$ cat src/sv/dscw_pkg.sv
`timescale 1ns / 1ps

package dscw_pkg;

   // Sample width of both channels.
   localparam int SAMPLE_BITS = 24;
   // Fraction bits of every internal magnitude.
   localparam int FB = 30;
   // Shift from the input format to Q.30 and from Q.30 to the output format.
   localparam int ISH = FB + 1 - SAMPLE_BITS;
   localparam int OSH = FB + 2 - SAMPLE_BITS;
   localparam logic [32:0] ROUND_O = (OSH > 0) ? (33'd1 << (OSH - 1)) : 33'd0;

   localparam logic [63:0] ONE_Q  = 64'd1 << FB;
   localparam logic [63:0] HALF_Q = 64'd1 << (FB - 1);
   localparam logic [63:0] C_0P7  = 64'd751619277;
   localparam logic [63:0] C_0P9  = 64'd966367642;
   localparam logic [63:0] C_0P1  = 64'd107374182;

   localparam logic [9:0] INTENSITY_MAX   = 10'd1000;
   localparam logic [9:0] INTENSITY_RESET = 10'd500;

   // Register map, indexed by word address.
   localparam int CSR_ADDR_BITS = 3;
   localparam logic [0:0] REG_INTENSITY = 1'b0;

   // Pipeline positions of the back end.
   localparam int LOG_STEPS = 30;
   localparam int EXP_STEPS = 30;
   localparam int ST_W      = 2;
   localparam int ST_X      = 3;
   localparam int ST_U      = 4;
   localparam int ST_LOG0   = 5;
   localparam int ST_P      = ST_LOG0 + LOG_STEPS;
   localparam int ST_EXP0   = ST_P + 1;
   localparam int ST_G      = ST_EXP0 + EXP_STEPS;
   localparam int ST_Y      = ST_G + 1;
   localparam int ST_Y2     = ST_Y + 1;
   localparam int ST_Y3     = ST_Y2 + 1;
   localparam int ST_WS     = ST_Y3 + 1;
   localparam int ST_M      = ST_WS + 1;
   localparam int NST       = ST_M + 1;

   typedef struct packed {
      logic                   neg;
      logic                   byp;
      logic [SAMPLE_BITS-2:0] byp_mag;
      logic [30:0]            a30;
      logic [9:0]             t;
   } front_item_type;

   typedef struct packed {
      logic                   neg;
      logic                   byp;
      logic [SAMPLE_BITS-2:0] byp_mag;
      logic [30:0]            a30;
      logic [30:0]            w;
   } back_ctx_type;

   // Entry k of the exp2 table: 2^(2^-k) in Q.30, built by repeated integer
   // square roots starting from 2.0.
   function automatic logic [31:0] exp_tab_f(input int k);
      logic [63:0] tv;
      logic [63:0] n;
      logic [63:0] r;
      logic [63:0] b;
      tv = 64'd2 << FB;
      for (int j = 1; j <= k; j++) begin
         n = tv << FB;
         r = 64'd0;
         b = 64'd1 << 62;
         for (int i = 0; i < 32; i++) begin
            if (n >= r + b) begin
               n = n - (r + b);
               r = (r >> 1) + b;
            end else begin
               r = r >> 1;
            end
            b = b >> 2;
         end
         tv = r;
      end
      return tv[31:0];
   endfunction

endpackage

$ cat src/sv/dscw_front.sv
`timescale 1ns / 1ps

module dscw_front import dscw_pkg::*; (
   input  logic                          clock,
   input  logic                          reset,
   input  logic                          in_valid,
   output logic                          in_ready,
   input  logic signed [SAMPLE_BITS-1:0] in_sample,
   input  logic [9:0]                    intensity,
   output logic                          out_valid,
   output front_item_type                out_item,
   input  logic                          out_ready
);

   logic                   valid_ff, valid_in;
   front_item_type         item_ff, item_in;
   logic                   take;
   logic                   neg;
   logic [SAMPLE_BITS-1:0] mag;
   logic [30:0]            a30;
   logic [9:0]             tc;

   assign in_ready  = !valid_ff || out_ready;
   assign take      = in_valid && in_ready;
   assign out_valid = valid_ff;
   assign out_item  = item_ff;

   // Magnitude of the sample; the most negative code maps to 2^(N-1).
   assign neg = in_sample[SAMPLE_BITS-1];
   assign mag = neg ? (~in_sample + 1'b1) : in_sample;

   if (ISH >= 0) begin : g_widen
      assign a30 = 31'(31'(mag) << ISH);
   end else begin : g_narrow
      assign a30 = 31'((33'(mag) + (33'd1 << (-ISH - 1))) >> (-ISH));
   end

   assign tc = (intensity > INTENSITY_MAX) ? INTENSITY_MAX : intensity;

   always_comb begin
      item_in.neg     = neg;
      item_in.byp     = (tc == 10'd0);
      item_in.byp_mag = (SAMPLE_BITS - 1)'((SAMPLE_BITS + 1)'(mag) + 1'b1 >> 1);
      item_in.a30     = a30;
      item_in.t       = tc;
   end

   assign valid_in = take || (valid_ff && !out_ready);

   always_ff @(posedge clock) begin
      if (reset) begin
         valid_ff <= 1'b0;
      end else begin
         valid_ff <= valid_in;
      end
   end

   always_ff @(posedge clock) begin
      if (take) begin
         item_ff <= item_in;
      end
   end

endmodule

$ cat config.mk
export PLATFORM = sky130hd
export DESIGN_NAME = dscw_front
export DESIGN_NICKNAME = d
export VERILOG_FILES = /design/src/sv/dscw_pkg.sv /design/src/sv/dscw_front.sv
export SDC_FILE = /design/constraint.sdc
export NUM_CORES = 1
export LEC_CHECK = 0
export BUFFER_PORTS_ARGS = -buffer_cell sky130_fd_sc_hd__buf_2
export CAP_MARGIN = 10
export CORE_MARGIN = 1.5
export CORE_UTILIZATION = 51
export DETAILED_ROUTE_END_ITERATION = 16
export HOLD_SLACK_MARGIN = 0.06
export PLACE_DENSITY = 0.81
export SLEW_MARGIN = 40
export SYNTH_ARGS = -nofsm -noshare
export SYNTH_HDL_FRONTEND = slang
export SYNTH_SLANG_ARGS = --single-unit
$ cat constraint.sdc
create_clock -name clock -period 3.6 [get_ports clock]
set_clock_uncertainty 0.05 [all_clocks]
set_input_delay 0.36 -clock clock [delete_from_list [all_inputs] [get_ports clock]]
set_output_delay 0.36 -clock clock [all_outputs]
set_load 0.01 [all_outputs]
==> impl_metrics.tcl <==
set metrics [dict create \
    outcome "completed" \
    detail_route.vias_per_cell 5.22 \
    total_global_routing_overflow 0 \
    std_cell_rows 28 \
    postRouteAntennaNets 0 \
    synth_cell_type_count 53 \
    die_height_microns 81.7 \
    report.final.hold_viol_count 0 \
    worst_slew_margin_rel_pct 59.3 \
    grt_antenna_before_repair 0 \
    numCtsBuffers 9 \
    final-setup-viol-count 0 \
    share_comb_of_total_power_pct 16.2 \
    drt_iter0_markers 138 \
    cellPowerDensity_nw_per_um2 420 \
    switchingPower_uw 412 \
    clock_tree.root_cell "sky130_fd_sc_hd__clkbuf_8" \
    total_power_mw 1.62 \
    drt-wirelength-per-cell_microns 14.2 \
    critPathKind "in -> reg" \
    grt_pass1_wl_microns 9260 \
    numPortBuffers 98 \
    power.clock.fraction_pct 31.3 \
    crit_path_max_fanout 8 \
    postSynthAreaPerCell_sq_um 12.2 \
    placeableCoreArea_sq_um 5960 \
    synth-edff-count 59 \
    cts.clk_slew.worst_paths_ns 0.06 \
    final.setup.tns_ns 0 \
    synth.yosys.warnings 0 \
    sequential_area_share_after_synthesis_pct 56.7 \
    num_io_pins 106 \
    maximum_number_of_pins_on_one_net_before_global_route_repair 49 \
    area_delta_synth_final_pct 21.9 \
    vias 2292 \
    synth_top_flop_cell "sky130_fd_sc_hd__edfxtp_1" \
    1st_pass_router_iterations 4 \
    maximum_operating_frequency_mhz 310 \
    power_leakage_nw 1.54 \
    timing.max_cap.violations 0 \
    cts_max_level 3 \
    unrepaired_setup_endpoints_after_global_routing "no" \
    via_count_of_the_first_global_routing_pass 2002 \
    timing_max_transition_violations_final 0 \
    detailed_route_drc_error_count 0 \
    post_cts_sizing 0 \
    cts.sinks 60 \
    hpwl_detailed_microns 4650 \
    sw_frac_of_total_pct 25.5 \
    synthesis.area_sq_um 3160 \
    min-delay-path-class "in -> reg" \
    clk-insertion-delay-late_ns 0.33 \
    fp.dieW_microns 81.7 \
    start_kind "input pin" \
    worstMarginPinSlew_ns 0.610 \
    endpoint_kind "flip-flop" \
    worst-endpoint-arrival_ns 3.26 \
    maximum_vdd_drop_v 0.000250 \
    crit_required_ns 3.63 \
    insertedDiodeCount 0 \
    die_footprint_sq_um 6680 \
    cts_tree "built" \
    cts-hold-fix-buffers 0 \
    track_usage_pct 18.8 \
    totalWireLength_microns 6220 \
    drive_above_1_share_pct 37.6 \
    post_synthesis_register_bit_count 60 \
    floorplan.initialDensity_pct 53.1 \
    syn_inst 259 \
    place.gp.congestion 0.816 \
    async_flop_share_pct 0 \
    post_cts_buffers 0 \
    internal_power_mw 1.21 \
    total_number_of_nets_in_the_final_design 399 \
    clk_path_buf_depth 2 \
    min_period_over_period_pct 89.5 \
    reg_power_share_pct 52.4 \
    min_period_ns 3.22 \
]
layout make-up:
cell class,instances,area (sq um)
Clock buffer,13,149
Inverter,18,67.6
Timing Repair Buffer,106,551
Sequential cell,60,1790
Fill cell,500,2100
Clock inverter,3,15.0
Tap cell,75,93.8
Multi-Input combinational cell,164,1190
synthesized netlist by cell type, types with 4 or more instances:
library cell	n	share of area, %
sky130_fd_sc_hd__nor2b_1	7	1.4
sky130_fd_sc_hd__o21ai_0	9	1.4
sky130_fd_sc_hd__nand4_1	4	0.79
sky130_fd_sc_hd__nor2_1	10	1.2
sky130_fd_sc_hd__or2_2	4	0.79
sky130_fd_sc_hd__nand2b_1	5	0.99
sky130_fd_sc_hd__nor4_1	8	1.6
sky130_fd_sc_hd__o31ai_1	5	1.2
sky130_fd_sc_hd__xor2_1	14	3.9
sky130_fd_sc_hd__o41ai_1	5	1.4
sky130_fd_sc_hd__or4_1	4	0.95
sky130_fd_sc_hd__nor3_1	8	1.3
sky130_fd_sc_hd__buf_2	5	0.79
sky130_fd_sc_hd__inv_1	18	2.1
sky130_fd_sc_hd__edfxtp_1	59	56
sky130_fd_sc_hd__nand2_1	9	1.1
sky130_fd_sc_hd__buf_4	8	1.9
sky130_fd_sc_hd__and2_1	4	0.79
sky130_fd_sc_hd__clkbuf_1	6	0.71
sky130_fd_sc_hd__xnor2_1	20	5.5
power by group through the flow:
stage,clock network (mW),logic (mW),registers (mW)
2_1_floorplan,0,0.133,0.895
3_3_place_gp,0,0.257,0.863
3_5_place_dp,0,0.264,0.863
4_1_cts,0.525,0.265,0.849
5_1_grt,0.551,0.291,0.852
6_report,0.507,0.263,0.848
through the flow:
| stage | std cells | hold slack (ns) | utilization (%) | instance area, sq um | setup WS [ns] |
|---|---|---|---|---|---|
| after floorplan | 265 | 0.379 | - | 3180 | 0.463 |
| after global placement | 423 | 0.432 | 61.9 | 3690 | 0.198 |
| after detailed placement | 423 | 0.468 | 62.0 | 3690 | 0.0532 |
| after CTS | 439 | 0.102 | 64.7 | 3850 | 0.411 |
| after global routing | 439 | 0.104 | 64.7 | 3850 | 0.255 |
| final | 439 | 0.122 | 64.7 | 3850 | 0.378 |
cell usage in the layout, fill, tap and decap left out, types with 2 or more instances in the layout:
| master | netlist | routed |
|---|---|---|
| sky130_fd_sc_hd__o21ai_0 | 9 | 9 |
| sky130_fd_sc_hd__nand3b_1 | 2 | 2 |
| sky130_fd_sc_hd__nor4_1 | 8 | 8 |
| sky130_fd_sc_hd__and2_4 | 1 | 2 |
| sky130_fd_sc_hd__or2_2 | 4 | 4 |
| sky130_fd_sc_hd__nor2_1 | 10 | 10 |
| sky130_fd_sc_hd__nor3_1 | 8 | 8 |
| sky130_fd_sc_hd__nor4b_1 | 3 | 3 |
| sky130_fd_sc_hd__nand2b_1 | 5 | 5 |
| sky130_fd_sc_hd__conb_1 | 1 | 7 |
| sky130_fd_sc_hd__o31ai_1 | 5 | 5 |
| sky130_fd_sc_hd__nand2_1 | 9 | 9 |
| sky130_fd_sc_hd__buf_4 | 8 | 8 |
| sky130_fd_sc_hd__nand4_1 | 4 | 4 |
| sky130_fd_sc_hd__ha_1 | 2 | 2 |
| sky130_fd_sc_hd__and2_1 | 4 | 3 |
| sky130_fd_sc_hd__a21oi_1 | 3 | 3 |
| sky130_fd_sc_hd__or3_1 | 3 | 3 |
| sky130_fd_sc_hd__edfxtp_1 | 59 | 59 |
| sky130_fd_sc_hd__inv_1 | 18 | 18 |
| sky130_fd_sc_hd__clkinv_2 | 0 | 3 |
| sky130_fd_sc_hd__buf_2 | 5 | 98 |
| sky130_fd_sc_hd__a31oi_1 | 2 | 2 |
| sky130_fd_sc_hd__xor2_1 | 14 | 14 |
| sky130_fd_sc_hd__nor2b_1 | 7 | 7 |
| sky130_fd_sc_hd__nand3_1 | 2 | 2 |
| sky130_fd_sc_hd__o41ai_1 | 5 | 5 |
| sky130_fd_sc_hd__clkbuf_1 | 6 | 3 |
| sky130_fd_sc_hd__or4_4 | 2 | 2 |
| sky130_fd_sc_hd__clkbuf_8 | 0 | 10 |
| sky130_fd_sc_hd__xnor2_1 | 20 | 20 |
| sky130_fd_sc_hd__or4_1 | 4 | 4 |
| sky130_fd_sc_hd__o41ai_2 | 2 | 2 |
per-layer routing:
| layer | vias to the layer above | track usage [%] | wire length, microns |
|---|---|---|---|
| met2 | 86 | 30.2 | 3080 |
| li1 | 1139 | - | - |
| met1 | 1060 | 23.5 | 2640 |
| met5 | - | 0 | 0 |
| met4 | 0 | 8.47 | 91 |
| met3 | 7 | 5.44 | 403 |
flip-flops by register name, summed over array words and instances, names as in the netlist:
signal,cells
out_valid,1
out_item,59
final timing paths:
check	startpoint	to	slack [ns]	cells after the start
min	reset	out_valid$_SDFF_PP0_	0.12	2
min reg2reg	out_valid$_SDFF_PP0_	out_valid$_SDFF_PP0_	0.47	2
max	in_sample[0]	out_item[62]$_DFFE_PP_	0.38	10
max reg2reg	out_valid$_SDFF_PP0_	out_item[49]$_DFFE_PP_	1.97	3
worst max-delay path, stage by stage:
cell and delay (ns):
sky130_fd_sc_hd__buf_2 0.14, sky130_fd_sc_hd__inv_1 0.08, sky130_fd_sc_hd__ha_1 0.26, sky130_fd_sc_hd__or3b_1 0.45, sky130_fd_sc_hd__o41ai_1 0.35, sky130_fd_sc_hd__xor2_1 0.17
sky130_fd_sc_hd__or4_1 0.65, sky130_fd_sc_hd__nor4_2 0.49, sky130_fd_sc_hd__nand2_1 0.14, sky130_fd_sc_hd__xnor2_1 0.15
cell families after synthesis:
group / synth area share [%]
flip-flops: 56.7
buffers and inverters: 6.57
XOR/XNOR: 9.94
AO/OA/AOI/OAI: 8.71
adder cells (fa/ha/maj): 0.792
other: 0.119
AND/OR/NAND/NOR: 17.2
Note: power is estimated with default switching activity, not from simulation.
