### config.mk
export PLATFORM = sky130hd
export DESIGN_NAME = dscw_queue
export DESIGN_NICKNAME = d
export VERILOG_FILES = /design/src/sv/dscw_pkg.sv /design/src/sv/dscw_queue.sv
export SDC_FILE = /design/constraint.sdc
export NUM_CORES = 1
export LEC_CHECK = 0
export ABC_AREA = 1
export BUFFER_PORTS_ARGS = -buffer_cell sky130_fd_sc_hd__clkbuf_2
export CORE_MARGIN = 10
export CORE_UTILIZATION = 50
export DETAILED_ROUTE_END_ITERATION = 10
export PLACE_DENSITY = 0.71
export SLEW_MARGIN = 25
export SYNTH_ARGS = -nofsm -noshare
export SYNTH_HDL_FRONTEND = slang
export SYNTH_SLANG_ARGS = --single-unit
### constraint.sdc
create_clock -name clock -period 23.5 [get_ports clock]
set_input_delay 7.05 -clock clock [delete_from_list [all_inputs] [get_ports clock]]
set_output_delay 7.05 -clock clock [all_outputs]
set_load 0.005 [all_outputs]
### src/sv/dscw_pkg.sv
`timescale 1ns / 1ps

package dscw_pkg;

   // Sample width of both channels.
   localparam int SAMPLE_BITS = 24;
   // Fraction bits of every internal magnitude.
   localparam int FB = 30;
   // Shift from the input format to Q.30 and from Q.30 to the output format.
   localparam int ISH = FB + 1 - SAMPLE_BITS;
   localparam int OSH = FB + 2 - SAMPLE_BITS;
   localparam logic [32:0] ROUND_O = (OSH > 0) ? (33'd1 << (OSH - 1)) : 33'd0;

   localparam logic [63:0] ONE_Q  = 64'd1 << FB;
   localparam logic [63:0] HALF_Q = 64'd1 << (FB - 1);
   localparam logic [63:0] C_0P7  = 64'd751619277;
   localparam logic [63:0] C_0P9  = 64'd966367642;
   localparam logic [63:0] C_0P1  = 64'd107374182;

   localparam logic [9:0] INTENSITY_MAX   = 10'd1000;
   localparam logic [9:0] INTENSITY_RESET = 10'd500;

   // Register map, indexed by word address.
   localparam int CSR_ADDR_BITS = 3;
   localparam logic [0:0] REG_INTENSITY = 1'b0;

   // Pipeline positions of the back end.
   localparam int LOG_STEPS = 30;
   localparam int EXP_STEPS = 30;
   localparam int ST_W      = 2;
   localparam int ST_X      = 3;
   localparam int ST_U      = 4;
   localparam int ST_LOG0   = 5;
   localparam int ST_P      = ST_LOG0 + LOG_STEPS;
   localparam int ST_EXP0   = ST_P + 1;
   localparam int ST_G      = ST_EXP0 + EXP_STEPS;
   localparam int ST_Y      = ST_G + 1;
   localparam int ST_Y2     = ST_Y + 1;
   localparam int ST_Y3     = ST_Y2 + 1;
   localparam int ST_WS     = ST_Y3 + 1;
   localparam int ST_M      = ST_WS + 1;
   localparam int NST       = ST_M + 1;

   typedef struct packed {
      logic                   neg;
      logic                   byp;
      logic [SAMPLE_BITS-2:0] byp_mag;
      logic [30:0]            a30;
      logic [9:0]             t;
   } front_item_type;

   typedef struct packed {
      logic                   neg;
      logic                   byp;
      logic [SAMPLE_BITS-2:0] byp_mag;
      logic [30:0]            a30;
      logic [30:0]            w;
   } back_ctx_type;

   // Entry k of the exp2 table: 2^(2^-k) in Q.30, built by repeated integer
   // square roots starting from 2.0.
   function automatic logic [31:0] exp_tab_f(input int k);
      logic [63:0] tv;
      logic [63:0] n;
      logic [63:0] r;
      logic [63:0] b;
      tv = 64'd2 << FB;
      for (int j = 1; j <= k; j++) begin
         n = tv << FB;
         r = 64'd0;
         b = 64'd1 << 62;
         for (int i = 0; i < 32; i++) begin
            if (n >= r + b) begin
               n = n - (r + b);
               r = (r >> 1) + b;
            end else begin
               r = r >> 1;
            end
            b = b >> 2;
         end
         tv = r;
      end
      return tv[31:0];
   endfunction

endpackage

### src/sv/dscw_queue.sv
`timescale 1ns / 1ps

module dscw_queue import dscw_pkg::*; (
   input  logic           clock,
   input  logic           reset,
   input  logic           push_valid,
   output logic           push_ready,
   input  front_item_type push_item,
   output logic           pop_valid,
   input  logic           pop,
   output front_item_type pop_item
);

   front_item_type mem_ff [4];
   logic [1:0]     wr_ptr_ff, wr_ptr_in;
   logic [1:0]     rd_ptr_ff, rd_ptr_in;
   logic [2:0]     count_ff, count_in;
   logic           do_push, do_pop;

   assign push_ready = (count_ff != 3'd4);
   assign pop_valid  = (count_ff != 3'd0);
   assign pop_item   = mem_ff[rd_ptr_ff];
   assign do_push    = push_valid && push_ready;
   assign do_pop     = pop && pop_valid;

   assign wr_ptr_in = wr_ptr_ff + 2'(do_push);
   assign rd_ptr_in = rd_ptr_ff + 2'(do_pop);
   assign count_in  = count_ff + 3'(do_push) - 3'(do_pop);

   always_ff @(posedge clock) begin
      if (reset) begin
         wr_ptr_ff <= 2'd0;
         rd_ptr_ff <= 2'd0;
         count_ff  <= 3'd0;
      end else begin
         wr_ptr_ff <= wr_ptr_in;
         rd_ptr_ff <= rd_ptr_in;
         count_ff  <= count_in;
      end
   end

   always_ff @(posedge clock) begin
      if (do_push) begin
         mem_ff[wr_ptr_ff] <= push_item;
      end
   end

endmodule

==> results of run 1 <==
==> registers in the layout (all words and copies together), names as in the netlist <==
signal / cells
mem_ff: 264
count_ff: 3
rd_ptr_ff: 2
wr_ptr_ff: 2
==> cells by family (layout without fill, tap and decap cells) <==
kind of cell / after synthesis / in the layout
AOI/OAI and AO/OA: 199 / 199
xor gates and xnor gates: 2 / 2
adders and majority gates: 3 / 3
buffers and inverters: 55 / 209
DFF: 271 / 271
and+or+nand+nor: 158 / 158
==> cell usage in the layout (no fill, tap or decap), types with 2 or more instances in the layout <==
master,synthesis,routed
clkbuf_16,0,29
xnor2_1,2,2
nor2_2,27,27
nand2_1,11,11
clkbuf_2,6,137
clkinv_1,0,5
o22ai_2,27,27
o21ai_0,129,129
nor2_1,113,113
o22ai_1,39,39
inv_1,10,10
buf_4,9,9
bufinv_16,0,3
nand3_1,2,2
clkbuf_1,12,7
o21ai_1,3,3
ha_1,2,2
clkinv_2,0,6
dfxtp_1,7,5
nor3_2,0,4
edfxtp_1,264,264
==> worst max-delay path, stage by stage, from the launching register on <==
cell and delay [ns]:
dfxtp_4 0.78, buf_4 0.65, o21ai_0 0.22, o22ai_1 0.25
clkbuf_2 0.16
==> metrics by stage <==
| stage | worst slack, ns | cells | instance area [sq um] |
|---|---|---|---|
| final | 13.84 | 1112 | 12100 |
| after global routing | 13.59 | 1112 | 12100 |
| after CTS | 13.78 | 1112 | 12100 |
| after detailed placement | 14.19 | 1061 | 11200 |
| after global placement | 14.28 | 1061 | 11200 |
| after floorplan | 11.27 | 688 | 10400 |
==> cell type report <==
cell class                      count  area [sq um]
Fill cell                        1581          8250
Sequential cell                   271          8070
Multi-Input combinational cell    362          2000
Timing Repair Buffer              146           753
Clock buffer                       36           752
Tap cell                          270           338
Clock inverter                     15           148
Inverter                           12          52.6
==> Yosys cell counts (2+ instances only) <==
cell,instances
inv_1,10
o22ai_1,39
xnor2_1,2
nand3_1,2
dfxtp_1,7
buf_6,2
clkbuf_1,12
ha_1,2
nor3_1,4
buf_4,9
o21ai_0,129
buf_8,4
buf_2,5
clkbuf_2,6
o22ai_2,27
nor2_2,27
edfxtp_1,264
o21ai_1,3
nand2_1,11
nor2_1,113
buf_12,4
==> final timing paths <==
kind	startpoint	slack [ns]	cells after the start	end
worst min register to register	count_ff[0]	0.58	3	count_ff[0]
worst min-delay path	count_ff[0]	0.58	3	count_ff[0]
worst max register to register	count_ff[1]	20.84	5	mem_ff[0][40]
worst max-delay path	rd_ptr_ff[0]	13.84	4	pop_item[16]
==> routing by layer <==
layer  part of all wire (%)  wire length [microns]
met2                     50                  10900
met4                    2.3                    505
met5                  0.074                     16
met3                    6.3                   1360
met1                     41                   8920
==> power groups by stage <==
| stage | clock network (uW) | logic (uW) | registers, uW |
|---|---|---|---|
| floorplan | 0 | 203 | 625 |
| global placement | 0 | 294 | 629 |
| detailed placement | 0 | 299 | 631 |
| CTS | 435 | 301 | 621 |
| global route | 457 | 329 | 626 |
| finish | 427 | 294 | 621 |
==> impl_metrics.json, run 1 <==
{
  "grt_util_met2_pct": 27.0,
  "syn-cell-area_sq_mm": 0.0104,
  "skew_ns": 0.0147,
  "globalRouteMet3Util_pct": 4.03,
  "critPathLaunchType": "flip-flop",
  "ys_types": 27,
  "arrival_ns": 2.61,
  "synthSimpleGateAreaFrac_pct": 6.42,
  "hold_viol_final": 0,
  "powerDensity_mw_per_mm2": 111,
  "rsz0062_at_grt": "no",
  "clkPwrFrac_pct": 31.9,
  "timing.hold.ws_ns": 0.580,
  "ant_nets": 0,
  "antennaDiodeCount": 0,
  "required_ns": 16.45,
  "swShare_pct": 28.6,
  "synth.mux.area_fraction_pct": 0,
  "cp_max_fo": 70,
  "synth.yosys.warnings": 0,
  "h-tree-depth": 1,
  "synthXorXnorAreaFrac_pct": 0.168,
  "async_flop_share_pct": 0,
  "yosys.area.top_type_share_pct": 75.9,
  "dr_total_vias": 5994,
  "num_rows": 52,
  "synth_compound_area_share_pct": 12.0,
  "synthesis.nets": 761,
  "synth-edff-count": 264,
  "p_sw_uw": 384,
  "track_usage_pct": 15.8,
  "p_comb_share_pct": 21.9,
  "die_w_microns": 164,
  "postCtsHoldBufs": 0,
  "ir_drop_mv": 0.0605,
  "cts_tree": "yes",
  "dp_hpwl_mm": 12.4,
  "viasPerCell": 5.39,
  "initial_core_util_pct": 51.3,
  "synth_top_family_by_area": "compound AO/OA/AOI/OAI gates",
  "antenna_found_initial": 1,
  "numClockSinks": 271,
  "grt_pass1_wl_mm": 34.0,
  "postCtsSetupRepairBufs": 0,
  "layout_min_cycle_time_ns": 9.66,
  "synth_adder_area_share_pct": 0.431,
  "globalRouteOverflowTotal": 0,
  "clock_path_buffers": 3,
  "fp.coreArea_sq_mm": 0.0204,
  "yosysSeqAreaShare_pct": 77.3,
  "syn_area_per_cell_sq_um": 15.2,
  "synth.area.top_cells": "edfxtp_1, o21ai_0, nor2_1",
  "post_drt_wl_per_cell_microns": 19.6,
  "routabilityCongestion": 0.721,
  "drt_wl_total_mm": 21.8,
  "cap_violations": 0,
  "fmaxAchievable_ghz": 0.104,
  "remaining_drc_errors": 0,
  "end_kind": "output port",
  "setup_tns_ns": 0,
  "power_uw": 1340,
  "clk_pin_slew_worst_paths_ns": 0.06,
  "globalRouteMet1Util_pct": 19.2,
  "status": "complete, no violations",
  "period_share_pct": 41.1,
  "portBuffers": 137,
  "utilization_pct": 59.5,
  "maxSlewHeadroom_pct": 40.3,
  "synth_top_flop_cell": "edfxtp_1",
  "slew_viol_final": 0,
  "cts_buffers": 28,
  "die_area_sq_mm": 0.0271,
  "cts_resized": 0,
  "grt_pass1_vias": 6240,
  "syn2layout_area_growth_pct": 16.1,
  "hold_path_class": "flip-flop to flip-flop",
  "p_int_uw": 958,
  "critPathKind": "flip-flop to output port",
  "setup_violations": 0,
  "power.leakage_uw": 0.00425,
  "dr.pass1.iters": 4,
  "ys_ff_latch": 271,
  "clock-root-buffer": "clkbuf_16",
  "die_h_microns": 164,
  "insertion_delay_ns": 0.53,
  "synth_top_cell_by_area": "edfxtp_1",
  "seq_power_share_pct": 46.2,
  "num_io_pins": 138,
  "drive_gt1_share_pct": 29.3,
  "grt_max_degree": 134,
  "synthCells": 688,
  "drt-initial-drc-count": 475,
  "worst_slew_pin_slew_ns": 0.890,
  "top_usage_layer": "met2",
  "final_nets": 894
}
Power figures use the tool's default switching activity.
==> run 2: changes to the inputs <==
--- a/config.mk
+++ b/config.mk
@@ -5,7 +5,7 @@
 export SDC_FILE = /design/constraint.sdc
 export NUM_CORES = 1
 export LEC_CHECK = 0
-export ABC_AREA = 1
+export ABC_AREA = 0
 export BUFFER_PORTS_ARGS = -buffer_cell sky130_fd_sc_hd__clkbuf_2
 export CORE_MARGIN = 10
 export CORE_UTILIZATION = 50
==> constraint.sdc (replaced) <==
create_clock -name clock -period 10.05 [get_ports clock]
set_input_delay 3.015 -clock clock [delete_from_list [all_inputs] [get_ports clock]]
set_output_delay 3.015 -clock clock [all_outputs]
set_load 0.005 [all_outputs]
==> run 2 against run 1 <==
Against the previous run:
- worst hold slack better by 0.030 ns
- combinational power up 94%
- largest cell class unchanged
- via count down 26%
- critical path depth down 1
- critical path type unchanged
- first-iteration DRC count down 50%
- synthesized area down 5.2%
- worst setup slack worse by 9.6 ns
- clock skew down 0.00089 ns
- final cell count down 26%
- register-to-register slack worse by 13 ns
==> impl_metrics.json, run 2 <==
{
  "critPathKind": "flip-flop to output port",
  "seq_power_share_pct": 49.2,
  "dp_hpwl_mm": 11.0,
  "hold_path_class": "flip-flop to flip-flop",
  "synth_commonest_cells": "edfxtp_1, mux4_2, dfxtp_1",
  "ff2ff_setup_slack_ns": 7.74,
  "hold_path_depth": 2,
  "dr.pass1.iters": 4,
  "worstHoldStart": "wr_ptr_ff[1]",
  "viasPerCell": 5.38,
  "final_common_cell": "edfxtp_1",
  "regMostFlops": "mem_ff",
  "die_w_microns": 161,
  "cap_violations": 0,
  "drive_gt1_share_pct": 46.2,
  "rsz0062_at_grt": "no",
  "cts_buffers": 27,
  "synth-edff-count": 264,
  "synth_top_flop_cell": "edfxtp_1",
  "largestRegisters": "mem_ff x264, count_ff x3",
  "remaining_drc_errors": 0,
  "track_usage_pct": 13.7,
  "ys_types": 24,
  "critPathTopFamily": "buffers and inverters",
  "slowest_stage": "dfxtp_4",
  "crit_buf_inv": 2,
  "synth_top_cell_by_area": "edfxtp_1",
  "cp_max_fo": 39,
  "synthCells": 380,
  "final_cell_mix": "edfxtp_1, clkbuf_2, mux4_2",
  "synth_compound_area_share_pct": 0.164,
  "num_io_pins": 138,
  "worst_slew_pin_slew_ns": 1.02,
  "yosys.area.top_type_share_pct": 80.1,
  "numClockSinks": 271,
  "ant_nets": 0,
  "arrival_ns": 2.79,
  "slew_viol_final": 0,
  "num_rows": 51,
  "yosysSeqAreaShare_pct": 81.5,
  "critical-path-max-stage-delay_ns": 0.74,
  "power.leakage_uw": 0.00394,
  "grt_pass1_vias": 4897,
  "postCtsHoldBufs": 0,
  "final_nets": 612,
  "clock-root-buffer": "clkbuf_16",
  "setup_tns_ns": 0,
  "grt_pass1_wl_mm": 28.0,
  "largest_reg_flops": 264,
  "p_sw_uw": 725,
  "globalRouteOverflowTotal": 0,
  "p_comb_share_pct": 19.2,
  "skew_ns": 0.0138,
  "syn2layout_area_growth_pct": 18.3,
  "synthXorXnorAreaFrac_pct": 0.531,
  "period_share_pct": 57.8,
  "synth.yosys.warnings": 0,
  "initial_core_util_pct": 50.9,
  "die_h_microns": 161,
  "async_flop_share_pct": 0,
  "required_ns": 7.04,
  "layout_min_cycle_time_ns": 5.81,
  "powerDensity_mw_per_mm2": 253,
  "synth_adder_area_share_pct": 0.455,
  "fill_cells": 1366,
  "maxSlewHeadroom_pct": 32.1,
  "synth.mux.area_fraction_pct": 15.0,
  "p_int_uw": 2230,
  "synthesis.nets": 453,
  "syn-cell-area_sq_mm": 0.00990,
  "dp.cells": 774,
  "synth_top_family_by_area": "multiplexers",
  "clkPwrFrac_pct": 31.6,
  "final_cells": 824,
  "die_area_sq_mm": 0.0258,
  "clk_pin_slew_worst_paths_ns": 0.06,
  "synth.area.top_cells": "edfxtp_1, mux4_2, dfxtp_1",
  "fp.coreArea_sq_mm": 0.0195,
  "cts_resized": 0,
  "cp_cell_sequence": "buf_4 -> mux4_2 -> clkbuf_2",
  "hold_viol_final": 0,
  "hold_path_end": "wr_ptr_ff[1]",
  "insertion_delay_ns": 0.52,
  "r2r_cells": 9,
  "synthSimpleGateAreaFrac_pct": 0.898,
  "fmaxAchievable_ghz": 0.172,
  "status": "complete, no violations",
  "critPathLaunchType": "flip-flop",
  "postCtsSetupRepairBufs": 0,
  "ir_drop_mv": 0.175,
  "dr_total_vias": 4429,
  "swShare_pct": 24.5,
  "h-tree-depth": 1,
  "post_drt_wl_per_cell_microns": 21.6,
  "r2r-end": "count_ff[2]",
  "portBuffers": 137,
  "drt_wl_total_mm": 17.8,
  "ys_ff_latch": 271,
  "clock_path_buffers": 3,
  "syn_area_per_cell_sq_um": 26.0,
  "cts_tree": "yes",
  "grt_max_degree": 68,
  "antenna_found_initial": 0,
  "drt-initial-drc-count": 236,
  "routabilityCongestion": 0.705,
  "timing.rr.start": "count_ff[2]",
  "end_kind": "output port",
  "setup_violations": 0,
  "yosysMostFrequentCell": "edfxtp_1",
  "antennaDiodeCount": 0
}
[run 2: cell families after synthesis]
group | Yosys count
multiplexers | 66
XOR/XNOR | 6
AND/OR/NAND/NOR | 15
AO/OA/AOI/OAI | 2
adder cells (fa/ha/maj) | 3
buffers and inverters | 17
flip-flops | 271
[run 2: worst max-delay path by stage]
stage | start | end | cells past startpoint
after global routing | rd_ptr_ff[0] | pop_item[41] | 3
final | rd_ptr_ff[0] | pop_item[36] | 3
after detailed placement | rd_ptr_ff[0] | pop_item[6] | 3
after floorplan | push_valid | mem_ff[1][0] | 2
after global placement | rd_ptr_ff[0] | pop_item[6] | 3
after CTS | rd_ptr_ff[0] | pop_item[6] | 3
[run 2: cell type report]
type / instances / area, sq um / share of cell area, %
Inverter: 2 / 7.51 / 0.0641
Tap cell: 265 / 332 / 2.83
Timing Repair Buffer: 145 / 758 / 6.47
Clock buffer: 35 / 706 / 6.02
Sequential cell: 271 / 8080 / 68.9
Clock inverter: 14 / 125 / 1.07
Multi-Input combinational cell: 92 / 1710 / 14.6
[run 2: power groups by stage]
stage | clock network [uW] | registers (uW) | logic (uW)
2_1_floorplan | 0 | 1440 | 417
3_3_place_gp | 0 | 1480 | 582
3_5_place_dp | 0 | 1480 | 590
4_1_cts | 958 | 1460 | 591
5_1_grt | 1000 | 1470 | 625
6_report | 935 | 1450 | 569
[run 2: worst register-to-register path, stage by stage (launching register included)]
cell	delay [ns]
dfxtp_1	0.40
or3b_4	0.41
nand2_2	0.16
inv_1	0.11
xnor2_1	0.15
ha_1	0.21
fa_1	0.38
xnor2_1	0.18
xnor2_1	0.15
nor2_1	0.06
[run 2: metrics by stage]
stage	util, %	hold slack [ns]	area (sq um)	total power, uW	setup slack (ns)
after floorplan	-	0.525	9900	1850	1.55
after global placement	55.8	0.570	10900	2060	4.67
after detailed placement	55.8	0.602	10900	2070	4.67
after CTS	60.1	0.613	11700	3010	4.11
after global routing	60.2	0.649	11700	3100	3.97
final	60.2	0.611	11700	2960	4.24
[run 2: routing by layer]
metal | track usage (%) | vias up | routed length, microns
li1 | - | 1962 | -
met1 | 16.6 | 2311 | 6950
met2 | 23.8 | 127 | 9280
met3 | 4.06 | 29 | 1240
met4 | 3.43 | 0 | 306
met5 | 0 | - | 0
==> run 3: changes to the inputs <==
--- a/config.mk
+++ b/config.mk
@@ -5,7 +5,7 @@
 export SDC_FILE = /design/constraint.sdc
 export NUM_CORES = 1
 export LEC_CHECK = 0
-export ABC_AREA = 0
+export ABC_AREA = 1
 export BUFFER_PORTS_ARGS = -buffer_cell sky130_fd_sc_hd__clkbuf_2
 export CORE_MARGIN = 10
 export CORE_UTILIZATION = 50
==> constraint.sdc (replaced) <==
create_clock -name clock -period 5.86 [get_ports clock]
set_input_delay 1.758 -clock clock [delete_from_list [all_inputs] [get_ports clock]]
set_output_delay 1.758 -clock clock [all_outputs]
set_load 0.005 [all_outputs]
==> run 3 against run 2 <==
Against the previous run:
- non-clock buffer count increased by 2
- clock-buffer cell count down 3
- worst setup slack got worse by 2.8 ns
- clock skew shrank 0.0061 ns
- first-iteration DRC count grew 21%
- highest routed layer unchanged
- sequential power increased by 72%
- sequential cell count unchanged
- sequential share of layout area decreased by 1.9 points
- critical endpoint is now pop_item[38]
- worst hold slack worse by 0.013 ns
==> impl_metrics.json, run 3 (same netlist as run 1, synthesis figures left out) <==
{
  "remaining_drc_errors": 0,
  "drive_gt1_share_pct": 28.9,
  "fmaxAchievable_ghz": 0.228,
  "cp_cell_sequence": "buf_4 -> o21ai_0 -> o22ai_1 -> clkbuf_2",
  "grt_pass1_wl_mm": 32.7,
  "final_cells": 1108,
  "largest_reg_flops": 264,
  "ir_drop_mv": 0.281,
  "slowest_stage": "dfxtp_4",
  "hold_viol_final": 0,
  "crit_buf_inv": 2,
  "top_usage_layer": "met2",
  "clk_pin_slew_worst_paths_ns": 0.06,
  "hold_path_class": "flip-flop to flip-flop",
  "rsz0062_at_grt": "no",
  "critPathLaunchType": "flip-flop",
  "dr_total_vias": 5953,
  "track_usage_pct": 15.2,
  "numClockSinks": 271,
  "clock_path_buffers": 3,
  "required_ns": 4.10,
  "largestRegisters": "mem_ff x264, count_ff x3",
  "critical-path-max-stage-delay_ns": 0.89,
  "h-tree-depth": 1,
  "insertion_delay_ns": 0.51,
  "globalRouteOverflowTotal": 0,
  "die_area_sq_mm": 0.0271,
  "drt-initial-drc-count": 286,
  "grt_max_degree": 134,
  "layout_min_cycle_time_ns": 4.38,
  "grt_util_met2_pct": 27.3,
  "grt_pass1_vias": 6201,
  "portBuffers": 137,
  "globalRouteMet3Util_pct": 3.44,
  "syn2layout_area_growth_pct": 15.4,
  "antenna_found_initial": 0,
  "fp.coreArea_sq_mm": 0.0204,
  "cts_resized": 0,
  "worst_slew_pin_slew_ns": 0.836,
  "critPathTopFamily": "flip-flops",
  "postCtsHoldBufs": 0,
  "multiInputGateArea_sq_mm": 0.00201,
  "dp_hpwl_mm": 11.8,
  "regMostFlops": "mem_ff",
  "status": "complete, no violations",
  "power.leakage_uw": 0.00422,
  "num_io_pins": 138,
  "maxSlewHeadroom_pct": 44.2,
  "initial_core_util_pct": 51.3,
  "arrival_ns": 2.62,
  "r2r_cells": 5,
  "dr.pass1.iters": 5,
  "path_depth": 4,
  "final_cell_mix": "edfxtp_1, clkbuf_2, o21ai_0",
  "postCtsSetupRepairBufs": 0,
  "drt_wl_total_mm": 20.9,
  "globalRouteMet1Util_pct": 17.6,
  "hold_path_depth": 2,
  "final_nets": 894,
  "viasPerCell": 5.37,
  "num_rows": 52,
  "die_h_microns": 164,
  "routabilityCongestion": 0.724,
  "cp_max_fo": 78,
  "final_common_cell": "edfxtp_1",
  "slew_viol_final": 0,
  "end_kind": "output port",
  "regArea_sq_mm": 0.00807,
  "power_uw": 5230,
  "layout_setup_ws_ns": 1.48,
  "die_w_microns": 164,
  "critPathKind": "flip-flop to output port",
  "cap_violations": 0,
  "ant_nets": 0,
  "dp.cells": 1062,
  "post-place-ws_ns": 1.99,
  "antennaDiodeCount": 0,
  "cts_tree": "yes",
  "cts_buffers": 27,
  "period_share_pct": 74.7,
  "post_drt_wl_per_cell_microns": 18.9,
  "clock-root-buffer": "clkbuf_16",
  "powerDensity_mw_per_mm2": 434,
  "setup_violations": 0,
  "skew_ns": 0.00778,
  "fill_cells": 1559
}
[run 3: cell count changes in the layout (fill, tap and decap cells not counted), moves of 4 or more]
cell,before,now
nor2_1,4,113
mux4_2,66,0
nand2_1,0,11
o21ai_0,0,129
clkinv_2,8,4
clkinv_1,2,8
o22ai_2,0,27
nor2_2,0,27
inv_1,2,10
o22ai_1,0,39
[run 3: final cells by class]
class	count	share of cell area (%)
tap	270	2.80
clock inverter	14	0.914
inverter	12	0.436
sequential	271	67.0
multi-input combinational	362	16.7
timing repair buffer	147	6.42
clock buffer	32	5.76
[run 3: final timing paths]
check | start | endpoint | slack, ns
setup / recovery | rd_ptr_ff[0] | pop_item[38] | 1.48
hold / removal | wr_ptr_ff[1] | wr_ptr_ff[1] | 0.60
setup reg to reg | count_ff[1] | mem_ff[3][39] | 3.77
hold reg to reg | wr_ptr_ff[1] | wr_ptr_ff[1] | 0.60
[run 3: power by group]
| part | internal [uW] | switching, uW | leakage [uW] |
|---|---|---|---|
| clock network | 921 | 644 | 0.000395 |
| registers | 2390 | 105 | 0.00248 |
| logic | 421 | 744 | 0.00135 |
| total | 3730 | 1490 | 0.00422 |
[run 3: worst reg2reg max path: cells and delay by family (launching register included)]
family	cells	cell delay, ns
buffers and inverters	1	0.42
DFF	1	0.36
and+or+nand+nor	4	0.93
[run 3: through the flow]
stage | setup TNS (ns) | cell area [sq um] | hold WS, ns | util [%]
finish | 0 | 12000 | 0.598 | 59.2
global route | 0 | 12000 | 0.639 | 59.2
CTS | 0 | 12000 | 0.602 | 59.1
detailed placement | 0 | 11200 | 0.581 | 55.2
global placement | 0 | 11200 | 0.572 | 55.2
floorplan | -283.49 | 10400 | 0.520 | -
[run 3: metal layers]
metal | vias to the layer above | part of all wire [%]
met1 | 2942 | 40
met2 | 128 | 52
li1 | 2855 | -
met4 | 0 | 2.1
met3 | 28 | 5.7
met5 | - | 0
